**src/sv/isu_pkg.sv**
```systemverilog
// Types, constants and copy tables of the integral symmetry unfolder.
package isu_pkg;

    localparam int VAL_W = 48;
    localparam int THR_W = 47;
    localparam int CNT_W = 32;
    localparam logic [THR_W-1:0] THR_RESET = THR_W'(4295);

    // index coincidence class, first match wins
    typedef enum logic [2:0] {
        CASE_ALL     = 3'd0,
        CASE_AB_CD   = 3'd1,
        CASE_AB      = 3'd2,
        CASE_CD      = 3'd3,
        CASE_AC_BD   = 3'd4,
        CASE_AD_BC   = 3'd5,
        CASE_DISTINCT = 3'd6
    } copy_case_t;

    // four 2-bit source positions (0=a .. 3=d), first position in the lowest bits
    typedef logic [7:0] perm_t;

    localparam perm_t P_ABCD = {2'd3, 2'd2, 2'd1, 2'd0};
    localparam perm_t P_CDAB = {2'd1, 2'd0, 2'd3, 2'd2};
    localparam perm_t P_ABDC = {2'd2, 2'd3, 2'd1, 2'd0};
    localparam perm_t P_DCAB = {2'd1, 2'd0, 2'd2, 2'd3};
    localparam perm_t P_BACD = {2'd3, 2'd2, 2'd0, 2'd1};
    localparam perm_t P_CDBA = {2'd0, 2'd1, 2'd3, 2'd2};
    localparam perm_t P_BADC = {2'd2, 2'd3, 2'd0, 2'd1};
    localparam perm_t P_DCBA = {2'd0, 2'd1, 2'd2, 2'd3};

    function automatic perm_t copy_perm(input copy_case_t cs, input logic [2:0] k);
        perm_t p;
        p = P_ABCD;
        unique case (cs)
            CASE_ALL: p = P_ABCD;
            CASE_AB_CD: p = (k[0]) ? P_CDAB : P_ABCD;
            CASE_AB: begin
                unique case (k[1:0])
                    2'd0: p = P_ABCD;
                    2'd1: p = P_CDAB;
                    2'd2: p = P_ABDC;
                    default: p = P_DCAB;
                endcase
            end
            CASE_CD: begin
                unique case (k[1:0])
                    2'd0: p = P_ABCD;
                    2'd1: p = P_CDAB;
                    2'd2: p = P_BACD;
                    default: p = P_CDBA;
                endcase
            end
            CASE_AC_BD: begin
                unique case (k[1:0])
                    2'd0: p = P_ABCD;
                    2'd1: p = P_BACD;
                    2'd2: p = P_CDBA;
                    default: p = P_BADC;
                endcase
            end
            CASE_AD_BC: begin
                unique case (k[1:0])
                    2'd0: p = P_ABCD;
                    2'd1: p = P_CDAB;
                    2'd2: p = P_BACD;
                    default: p = P_ABDC;
                endcase
            end
            default: begin
                unique case (k)
                    3'd0: p = P_ABCD;
                    3'd1: p = P_CDAB;
                    3'd2: p = P_BACD;
                    3'd3: p = P_CDBA;
                    3'd4: p = P_ABDC;
                    3'd5: p = P_DCAB;
                    3'd6: p = P_BADC;
                    default: p = P_DCBA;
                endcase
            end
        endcase
        return p;
    endfunction

    // index of the final copy of each class
    function automatic logic [2:0] copy_last(input copy_case_t cs);
        logic [2:0] n;
        n = 3'd0;
        unique case (cs)
            CASE_ALL: n = 3'd0;
            CASE_AB_CD: n = 3'd1;
            CASE_AB, CASE_CD, CASE_AC_BD, CASE_AD_BC: n = 3'd3;
            default: n = 3'd7;
        endcase
        return n;
    endfunction

endpackage

```
**src/sv/integral_symmetry_unfolder.sv**
```systemverilog
// Integral symmetry unfolder: expands one two-electron integral into its symmetry copies.
//
//  channel   direction  handshake            payload
//  cfg       in         cfg_valid/cfg_ready  cfg_data: drop threshold (47 bits)
//  s_        in         s_tvalid/s_tready    s_tdata: orb_a..orb_d, integral_value
//  m_        out        m_tvalid/m_tready    m_tdata, m_tuser (dropped), m_tlast (last copy)
//
//  An accepted word is classified (magnitude compare, index coincidence) and held in an
//  item register; while m_tready does not stall, one copy per cycle is then moved into the output register.
//  An item yields 1, 2, 4 or 8 result words, one per copy; the next word is taken in the
//  cycle its predecessor's last copy leaves.
//  aresetn (synchronous) empties both registers, clears the drop count and reloads the
//  threshold with 4295. A stall on m_tready holds the output word and the item register.
module integral_symmetry_unfolder #(
    parameter int INDEX_BITS = 8,
    localparam int S_BITS    = 4 * INDEX_BITS + isu_pkg::VAL_W,
    localparam int S_TDATA_W = ((S_BITS + 7) / 8) * 8,
    localparam int M_BITS    = 4 * INDEX_BITS + isu_pkg::VAL_W + isu_pkg::CNT_W,
    localparam int M_TDATA_W = ((M_BITS + 7) / 8) * 8
) (
    input  logic                       aclk,
    input  logic                       aresetn,
    // configuration write
    input  logic                       cfg_valid,
    output logic                       cfg_ready,
    input  logic [isu_pkg::THR_W-1:0]  cfg_data,
    // input words
    input  logic                       s_tvalid,
    output logic                       s_tready,
    // low to high: orb_a, orb_b, orb_c, orb_d, integral_value, zero pad
    input  logic [S_TDATA_W-1:0]       s_tdata,
    // result words
    output logic                       m_tvalid,
    input  logic                       m_tready,
    // low to high: phys_p, phys_q, phys_r, phys_s, out_value, dropped_total, zero pad
    output logic [M_TDATA_W-1:0]       m_tdata,
    // dropped
    output logic [0:0]                 m_tuser,
    output logic                       m_tlast
);
    import isu_pkg::*;

    localparam int IB = INDEX_BITS;

    // configuration and counter
    logic [THR_W-1:0] thr_reg;
    logic [CNT_W-1:0] drop_cnt_reg, drop_cnt_next;

    // item register
    logic             hold_valid_reg, hold_valid_next;
    logic [IB-1:0]    ia_reg, ib_reg, ic_reg, id_reg;
    logic [VAL_W-1:0] val_reg;
    logic             drop_reg;
    logic [CNT_W-1:0] total_reg;
    copy_case_t       case_reg;
    logic [2:0]       k_reg, last_k_reg;

    // output register
    logic             m_valid_reg, m_valid_next;
    logic [IB-1:0]    p_reg, q_reg, r_reg, s_reg;
    logic [VAL_W-1:0] oval_reg;
    logic [CNT_W-1:0] otot_reg;
    logic             odrop_reg, olast_reg;

    // input unpack and classification
    logic [IB-1:0]    in_a, in_b, in_c, in_d;
    logic [VAL_W-1:0] in_val, in_mag;
    logic             in_drop;
    copy_case_t       in_case;
    logic             accept, emit, hold_done, out_free;
    perm_t            perm;

    assign in_a   = s_tdata[0*IB +: IB];
    assign in_b   = s_tdata[1*IB +: IB];
    assign in_c   = s_tdata[2*IB +: IB];
    assign in_d   = s_tdata[3*IB +: IB];
    assign in_val = s_tdata[4*IB +: VAL_W];

    // two's complement magnitude; the most negative value gives 2^47, never below threshold
    assign in_mag  = in_val[VAL_W-1] ? (~in_val + VAL_W'(1)) : in_val;
    assign in_drop = in_mag < {1'b0, thr_reg};

    always_comb begin
        priority if (in_a == in_b && in_a == in_c && in_a == in_d) in_case = CASE_ALL;
        else if (in_a == in_b && in_c == in_d) in_case = CASE_AB_CD;
        else if (in_a == in_b) in_case = CASE_AB;
        else if (in_c == in_d) in_case = CASE_CD;
        else if (in_a == in_c && in_b == in_d) in_case = CASE_AC_BD;
        else if (in_a == in_d && in_b == in_c) in_case = CASE_AD_BC;
        else in_case = CASE_DISTINCT;
    end

    // handshake
    assign cfg_ready = 1'b1;
    assign out_free  = !m_valid_reg || m_tready;
    assign emit      = hold_valid_reg && out_free;
    assign hold_done = emit && (k_reg == last_k_reg);
    assign s_tready  = !hold_valid_reg || hold_done;
    assign accept    = s_tvalid && s_tready;

    // saturating drop count, bumped as the word is taken
    always_comb begin
        drop_cnt_next = drop_cnt_reg;
        if (accept && in_drop && drop_cnt_reg != '1) begin
            drop_cnt_next = drop_cnt_reg + CNT_W'(1);
        end
    end

    always_comb begin
        hold_valid_next = hold_valid_reg;
        if (accept) begin
            hold_valid_next = 1'b1;
        end else if (hold_done) begin
            hold_valid_next = 1'b0;
        end
    end

    always_comb begin
        m_valid_next = m_valid_reg;
        if (emit) begin
            m_valid_next = 1'b1;
        end else if (m_tready) begin
            m_valid_next = 1'b0;
        end
    end

    function automatic logic [IB-1:0] pick_idx(input logic [1:0] pos,
                                               input logic [IB-1:0] a, input logic [IB-1:0] b,
                                               input logic [IB-1:0] c, input logic [IB-1:0] d);
        logic [IB-1:0] v;
        v = a;
        unique case (pos)
            2'd0: v = a;
            2'd1: v = b;
            2'd2: v = c;
            default: v = d;
        endcase
        return v;
    endfunction

    assign perm = copy_perm(case_reg, k_reg);

    // control state
    always_ff @(posedge aclk) begin
        if (!aresetn) begin
            thr_reg        <= THR_RESET;
            drop_cnt_reg   <= '0;
            hold_valid_reg <= 1'b0;
            m_valid_reg    <= 1'b0;
        end else begin
            if (cfg_valid) begin
                thr_reg <= cfg_data;
            end
            drop_cnt_reg   <= drop_cnt_next;
            hold_valid_reg <= hold_valid_next;
            m_valid_reg    <= m_valid_next;
        end
    end

    // item register payload
    always_ff @(posedge aclk) begin
        if (accept) begin
            ia_reg     <= in_a;
            ib_reg     <= in_b;
            ic_reg     <= in_c;
            id_reg     <= in_d;
            val_reg    <= in_val;
            drop_reg   <= in_drop;
            total_reg  <= drop_cnt_next;
            case_reg   <= in_case;
            k_reg      <= 3'd0;
            last_k_reg <= in_drop ? 3'd0 : copy_last(in_case);
        end else if (emit) begin
            k_reg <= k_reg + 3'd1;
        end
    end

    // output register payload; physics order <p q | r s> = chemical (p r | q s)
    always_ff @(posedge aclk) begin
        if (emit) begin
            if (drop_reg) begin
                p_reg <= '0;
                q_reg <= '0;
                r_reg <= '0;
                s_reg <= '0;
            end else begin
                p_reg <= pick_idx(perm[1:0], ia_reg, ib_reg, ic_reg, id_reg);
                q_reg <= pick_idx(perm[5:4], ia_reg, ib_reg, ic_reg, id_reg);
                r_reg <= pick_idx(perm[3:2], ia_reg, ib_reg, ic_reg, id_reg);
                s_reg <= pick_idx(perm[7:6], ia_reg, ib_reg, ic_reg, id_reg);
            end
            oval_reg  <= val_reg;
            otot_reg  <= total_reg;
            odrop_reg <= drop_reg;
            olast_reg <= (k_reg == last_k_reg);
        end
    end

    assign m_tvalid = m_valid_reg;
    assign m_tuser  = odrop_reg;
    assign m_tlast  = olast_reg;
    assign m_tdata  = M_TDATA_W'({otot_reg, oval_reg, s_reg, r_reg, q_reg, p_reg});

endmodule

```
**config.mk**
```make
export PLATFORM = sky130hd
export DESIGN_NAME = integral_symmetry_unfolder
export DESIGN_NICKNAME = d
export VERILOG_FILES = /design/src/sv/isu_pkg.sv /design/src/sv/integral_symmetry_unfolder.sv
export SDC_FILE = /design/constraint.sdc
export NUM_CORES = 1
export LEC_CHECK = 0
export BUFFER_PORTS_ARGS = -buffer_cell sky130_fd_sc_hd__buf_4
export CORE_MARGIN = 4
export CORE_UTILIZATION = 55
export CTS_BUF_LIST = sky130_fd_sc_hd__clkbuf_2
export DETAILED_ROUTE_END_ITERATION = 10
export PLACE_DENSITY = 0.87
export SYNTH_ARGS = -nofsm -noshare
export SYNTH_HDL_FRONTEND = slang
export SYNTH_SLANG_ARGS = --single-unit
```
**constraint.sdc**
```tcl
create_clock -name aclk -period 5.6 [get_ports aclk]
set_input_delay 0.56 -clock aclk [delete_from_list [all_inputs] [get_ports aclk]]
set_output_delay 0.56 -clock aclk [all_outputs]
set_load 0.005 [all_outputs]
```
==> run_results.csv, run 1 <==
group,metric,value,unit
final_layout,fillCellCount,1782,
clock_tree,clock-sinks,317,
setup_path,cp-start-kind,"primary input",
global_route,grt_pass1_vias,11700,
detailed_routing,avgViaCountPerCell,5.49,
die,core_area,26800,um^2
pwr,peakVddDrop,0.000176,V
global_route,grt_antenna_before_repair,2,
logic_synthesis,ys_types,70,
logic_synthesis,synthFlopType,"edfxtp_1",
run_status,status,"finished clean",
placement,gp_congestion,0.863,
timing,hold_violations,0,
final_layout,final_nets,1790,
final_layout,layout_common_cells,"buf_4, edfxtp_1, dlygate4sd3_1",
logic_synthesis,synthCells,1182,
detailed_routing,wirelength,38600,um
final_layout,final_core_util,71.4,%
timing,fin_tns_setup,0,ns
final_layout,final_layout_size_suffix_gt1_share,27.1,%
flow_run,drv_cap,0,
logic_synthesis,avgSynthCellArea,12.6,um^2
detailed_routing,wl_per_cell,19.2,um
clock_tree,clockRootBuffer,"clkbuf_2",
pwr,p_leak,0.00756,uW
placement,dp_hpwl,24200,um
timing,hold-worst-slack,0.131,ns
placement,place_ws,0.0889,ns
clock_tree,clock_latency,0.88,ns
clock_tree,tritoncts,"done",
logic_synthesis,synth-edff-count,233,
die,die_w,173,um
detailed_routing,top_layer,"met4",
timing,fin_crit,5.26,ns
clock_tree,cts_buffers,79,
timing,setup_viol_count_final,0,
setup_path,crit_fanout,14,
detailed_routing,vias,11000,
final_layout,synthToLayoutAreaGrowth,28.3,%
timing,finalCritPeriodShare,93.9,%
logic_synthesis,async_flop_share,0,%
timing,timing.fmax,190,MHz
logic_synthesis,synth_fp_nets,1368,
detailed_routing,dr.pass1.iters,5,
timing,worst-slew-pin-transition,1.39,ns
die,die_y,173,um
timing,finalWorstSetupSlack,0.343,ns
detailed_routing,routed-wl-met2,19300,um
placement,dpl_cell_area,17100,um^2
global_route,grt_max_degree,80,
die,pin_count,249,
setup_path,cpPeakStageDelay,0.54,ns
global_route,grt_pass1_wl,61800,um
clock_tree,clk_pin_slew_worst_paths,0.12,ns
die,die_area,29800,um^2
setup_path,path_cells,"dlygate4sd3_1 > buf_4 > nor4_2 > and3_1 > nand4_2 > or2_1 > or4_4 > o41ai_2 > xnor2_1 > ha_1 > nand3_1 > nor4_1 > nand3_1 > a311oi_1 > nor2_1 > nand2_4 > mux2_2 > and2_1",
detailed_routing,wl_met3,2700,um
detailed_routing,drtIter0Drc,856,
setup_path,cp.required,6.33,ns
final_layout,seqCellArea,8680,um^2
setup_path,cp_data_arrival_time,5.99,ns
die,initial_core_util,55.6,%
placement,io_buffers,247,
worst_hold_path,hp-class,"primary input to register",
setup_path,worst_setup_path_end_kind,"register",
final_layout,fin_area,19100,um^2
setup_path,cp_common_cell,"nand3_1",
logic_synthesis,seq_area_frac_synth,58.2,%
clock_tree,htreeDepth,3,
setup_path,critPathSlowestCell,"dlygate4sd3_1",
clock_tree,cts_resized,0,
global_route,grt_use_total,25.6,%
logic_synthesis,ys_ff_latch,317,
detailed_routing,drc,0,
final_layout,multi_input_area,5840,um^2
timing,relSlewSlack,6.75,%
timing,rsz0062_at_grt,"false",
pwr,power_density,290,nW/um^2
final_layout,final_common_cell,"buf_4",
timing,slew_violations,0,
die,num_rows,60,
detailed_routing,antenna_left,0,
logic_synthesis,yosysWarnings,0,
timing,finClkSkew,0.103,ns
global_route,grt_overflow,0,
logic_synthesis,synth_area,14900,um^2
clock_tree,cts_max_path_buffers,3,
detailed_routing,wl_met1,14900,um
setup_path,critPathKind,"primary input to register",
## path summary, 6_finish.rpt
| check | from | endpoint | slack (ns) | cells past startpoint |
|---|---|---|---|---|
| worst max register to register | k_reg[0] | total_reg[31] | 2.16 | 8 |
| worst max-delay path | s_tdata[37] | drop_cnt_reg[1] | 0.34 | 18 |
| worst min register to register | val_reg[40] | oval_reg[40] | 0.40 | 0 |
| worst min-delay path | aresetn | thr_reg[0] | 0.13 | 2 |
## metal layers
metal	global-route usage [%]	up-vias
li1	-	5195
met4	12.7	0
met5	0	-
met2	43.9	496
met1	30.1	5230
met3	6.62	116
## area by class of cell
| type | instances | share of cell area (%) |
|---|---|---|
| timing repair buffer | 383 | 16.7 |
| tap | 341 | 2.23 |
| sequential | 317 | 45.4 |
| multi-input combinational | 764 | 30.5 |
| inverter | 59 | 1.17 |
| antenna | 2 | 0.0262 |
| clock buffer | 123 | 3.22 |
| clock inverter | 23 | 0.804 |
## power by group
group / leakage, uW / internal (uW) / switching (uW)
Combinational: 0.00405 / 533 / 550
Sequential: 0.00292 / 2740 / 95.3
Clock: 0.000586 / 676 / 962
Total: 0.00756 / 3950 / 1610
## cells by family (layout without fill, tap and decap cells)
| family | after synthesis | after routing | synth area share (%) |
|---|---|---|---|
| buf+inv | 101 | 588 | 2.81 |
| fa+ha+maj | 54 | 54 | 4.53 |
| flops | 317 | 317 | 58.2 |
| other cells | 1 | 3 | 0.0251 |
| simple gates | 350 | 350 | 12.7 |
| compound gates | 127 | 127 | 5.78 |
| mux | 104 | 104 | 8.40 |
| xor+xnor | 128 | 128 | 7.52 |
## synthesized netlist by cell type (2+ instances only)
cell type  count  area [um^2]
nor3_1        16         80.1
nand4_1       21          131
xnor2_1      100          876
nor2b_1       29          181
nor3_2         7         70.1
a211oi_1      27          203
mux2_2         9          101
dfxtp_1       84         1680
o21ai_0       29          145
mux2i_1       79          791
and3_1         7         43.8
a21oi_1       29          145
o41ai_2        4         65.1
o31ai_1       10         75.1
o41ai_1        7         61.3
nand3_1       21          105
o211ai_1       6         45.0
nor2_1        82          308
a31oi_1        2         12.5
nand2b_1      21          131
or4_1          8         60.1
and4_1         2         17.5
clkbuf_1      23         86.3
nand2_1       79          297
nand3b_1       2         15.0
or3_1          6         37.5
ha_1          54          676
buf_4          2         15.0
mux4_2        16          360
buf_1          8         30.0
nor3b_1        2         15.0
nor4_1         7         43.8
or4_4          2         22.5
inv_1         58          218
edfxtp_1     233         7000
nor4_2         7         87.6
xor2_1        28          245
and2_1        17          106
buf_2          7         35.0
## worst max-delay path: cells and delay by family
kind / cells / cell delay, ns
AOI/OAI and AO/OA: 2 / 0.75
xor gates and xnor gates: 1 / 0.12
adders and majority gates: 1 / 0.32
buffers and inverters: 2 / 0.69
muxes: 1 / 0.37
and+or+nand+nor: 11 / 3.16
## per-stage QoR
step                      total power (uW)  std cells
after detailed placement              3870       1736
final                                 5550       2012
after global placement                3830       1736
after CTS                             5550       2010
after floorplan                       3480       1182
after global routing                  5860       2012
## repair_timing
action / CTS / global route
endpoints found under the hold margin: 128 / 0
setup buffers: 0 / 0
hold buffers: 128 / 0
Note: power is estimated with default switching activity, not from simulation.
==> run 2, diff against run 1 <==
==> constraint.sdc (replaced) <==
create_clock -name aclk -period 5.6 [get_ports aclk]
set_input_delay 0.28 -clock aclk [delete_from_list [all_inputs] [get_ports aclk]]
set_output_delay 0.28 -clock aclk [all_outputs]
set_load 0.005 [all_outputs]
==> run_results.csv, run 2 (same netlist as run 1, synthesis figures left out) <==
group,metric,value,unit
run_status,status,"finished clean",
final_layout,layout_common_cells,"buf_4, edfxtp_1, dlygate4sd3_1",
final_layout,final_layout_size_suffix_gt1_share,26.6,%
setup_path,worst_setup_path_end_kind,"register",
final_layout,final_nets,1803,
clock_tree,htreeDepth,3,
setup_path,critPathLaunch,"s_tdata[37]",
pwr,p_int,3950,uW
global_route,grt_use_total,25.2,%
pwr,p_leak,0.00759,uW
placement,dpl_cell_area,17100,um^2
detailed_routing,wl_per_cell,18.9,um
global_route,grt_max_degree,83,
final_layout,fin_area,19300,um^2
worst_hold_path,worstHoldStart,"cfg_valid",
die,num_rows,60,
setup_path,cp-start-kind,"primary input",
clock_tree,clock-sinks,317,
clock_tree,tritoncts,"done",
pwr,finalPower,5590,uW
setup_path,cp_data_arrival_time,5.47,ns
global_route,grt_pass1_wl,61100,um
setup_path,r2r_slack,2.18,ns
setup_path,path_cells,"dlygate4sd3_1 > buf_4 > nor4_2 > and3_1 > nand4_2 > or2_1 > or4_4 > o41ai_2 > xnor2_1 > ha_1 > nand3_1 > nor4_1 > nand3_1 > a311oi_1 > buf_4 > nor2_1 > nand2_4 > mux2_2",
placement,dp_hpwl,24100,um
setup_path,reg2reg_to,"total_reg[13]",
setup_path,crit_fanout,14,
placement,io_buffers,247,
clock_tree,clock_latency,0.89,ns
clock_tree,cts_resized,0,
setup_path,r2r_cells,8,
setup_path,cp.required,6.18,ns
detailed_routing,drc,0,
global_route,grt_pass1_vias,11700,
timing,finClkSkew,0.0917,ns
clock_tree,cts_max_path_buffers,3,
timing,hold_violations,0,
timing,fin_crit,4.89,ns
final_layout,fillCellCount,1729,
final_layout,seqCellArea,8680,um^2
die,die_w,173,um
timing,rsz0062_at_grt,"false",
pwr,power.share.clock,29.7,%
die,core_area,26800,um^2
global_route,grt_overflow,0,
clock_tree,clk_pin_slew_worst_paths,0.12,ns
clock_tree,post_cts_buffers,0,
detailed_routing,drtIter0Drc,925,
setup_path,crit_end,"total_reg[1]",
final_layout,final_core_util,71.8,%
detailed_routing,dr.pass1.iters,6,
pwr,switching_power,1640,uW
detailed_routing,antenna_left,0,
timing,slew_violations,0,
setup_path,critPathKind,"primary input to register",
pwr,combinationalPowerShare,19.6,%
pwr,p_sw_share,29.3,%
detailed_routing,avgViaCountPerCell,5.53,
timing,relSlewSlack,17.5,%
pwr,peakVddDrop,0.000182,V
clock_tree,hold_buffers,139,
worst_hold_path,hp-class,"primary input to register",
clock_tree,clockRootBuffer,"clkbuf_2",
pwr,power_density,290,nW/um^2
detailed_routing,wirelength,38400,um
global_route,grt_antenna_before_repair,2,
timing,timing.fmax,204,MHz
clock_tree,cts_buffers,82,
final_layout,multi_input_area,5840,um^2
timing,finalCritPeriodShare,87.3,%
placement,gp_congestion,0.900,
die,pin_count,249,
setup_path,r2r_start,"k_reg[0]",
flow_run,drv_cap,0,
setup_path,critPathSlowestCell,"dlygate4sd3_1",
final_layout,synthToLayoutAreaGrowth,29.1,%
setup_path,cpPeakStageDelay,0.54,ns
die,die_area,29800,um^2
timing,setup_viol_count_final,0,
timing,fin_tns_setup,0,ns
timing,worst-slew-pin-transition,1.23,ns
final_layout,final_common_cell,"buf_4",
die,initial_core_util,55.6,%
die,die_y,173,um
detailed_routing,vias,11200,
pwr,p_seq_share,50.7,%
## run 2: layout make-up
cell class,count,area share (%)
Antenna cell,2,0.0260
Sequential cell,317,45.1
Clock buffer,121,3.15
Tap cell,341,2.22
Timing Repair Buffer,393,17.1
Clock inverter,31,0.929
Inverter,59,1.16
Multi-Input combinational cell,764,30.3
## run 2: worst min path at each step
| stage | end | slack, ns | cells after the start |
|---|---|---|---|
| after floorplan | ia_reg[0] | 0.38 | 0 |
| after global placement | oval_reg[1] | 0.40 | 0 |
| after detailed placement | otot_reg[12] | 0.40 | 0 |
| after CTS | thr_reg[15] | 0.02 | 3 |
| after global routing | thr_reg[14] | 0.06 | 3 |
| final | thr_reg[14] | 0.10 | 3 |
## run 2: metal layers
metal  vias up  routed length [um]  share of wire [%]  track usage, %
met5         -                   0                  0               0
met4         0                1540                4.0            11.4
met3       116                2760                7.2            5.84
met2       511               19600                 51            44.3
met1      5359               14500                 38            29.6
li1       5230                   -                  -               -
## run 2: power groups by stage
stage               clock, uW  sequential, uW  combinational [uW]
floorplan                   0            2860                 625
global placement            0            2870                 955
detailed placement          0            2880                 994
CTS                      1670            2830                1080
global route             1840            2850                1190
finish                   1660            2830                1090
## run 2: per-stage QoR
stage               worst slack (ns)  hold slack, ns  cells
CTS                            0.837          0.0194   2026
global route                   0.356          0.0587   2028
finish                         0.710           0.105   2028
global placement               0.657           0.401   1735
detailed placement             0.467           0.405   1735
floorplan                       1.01           0.379   1182
## run 2: worst max-delay path: cells and delay by family
kind	cells	cell delay, ns
AND/OR/NAND/NOR	10	2.91
buffers and inverters	3	0.89
AO/OA/AOI/OAI	2	0.55
multiplexers	1	0.39
adder cells (fa/ha/maj)	1	0.32
XOR/XNOR	1	0.12
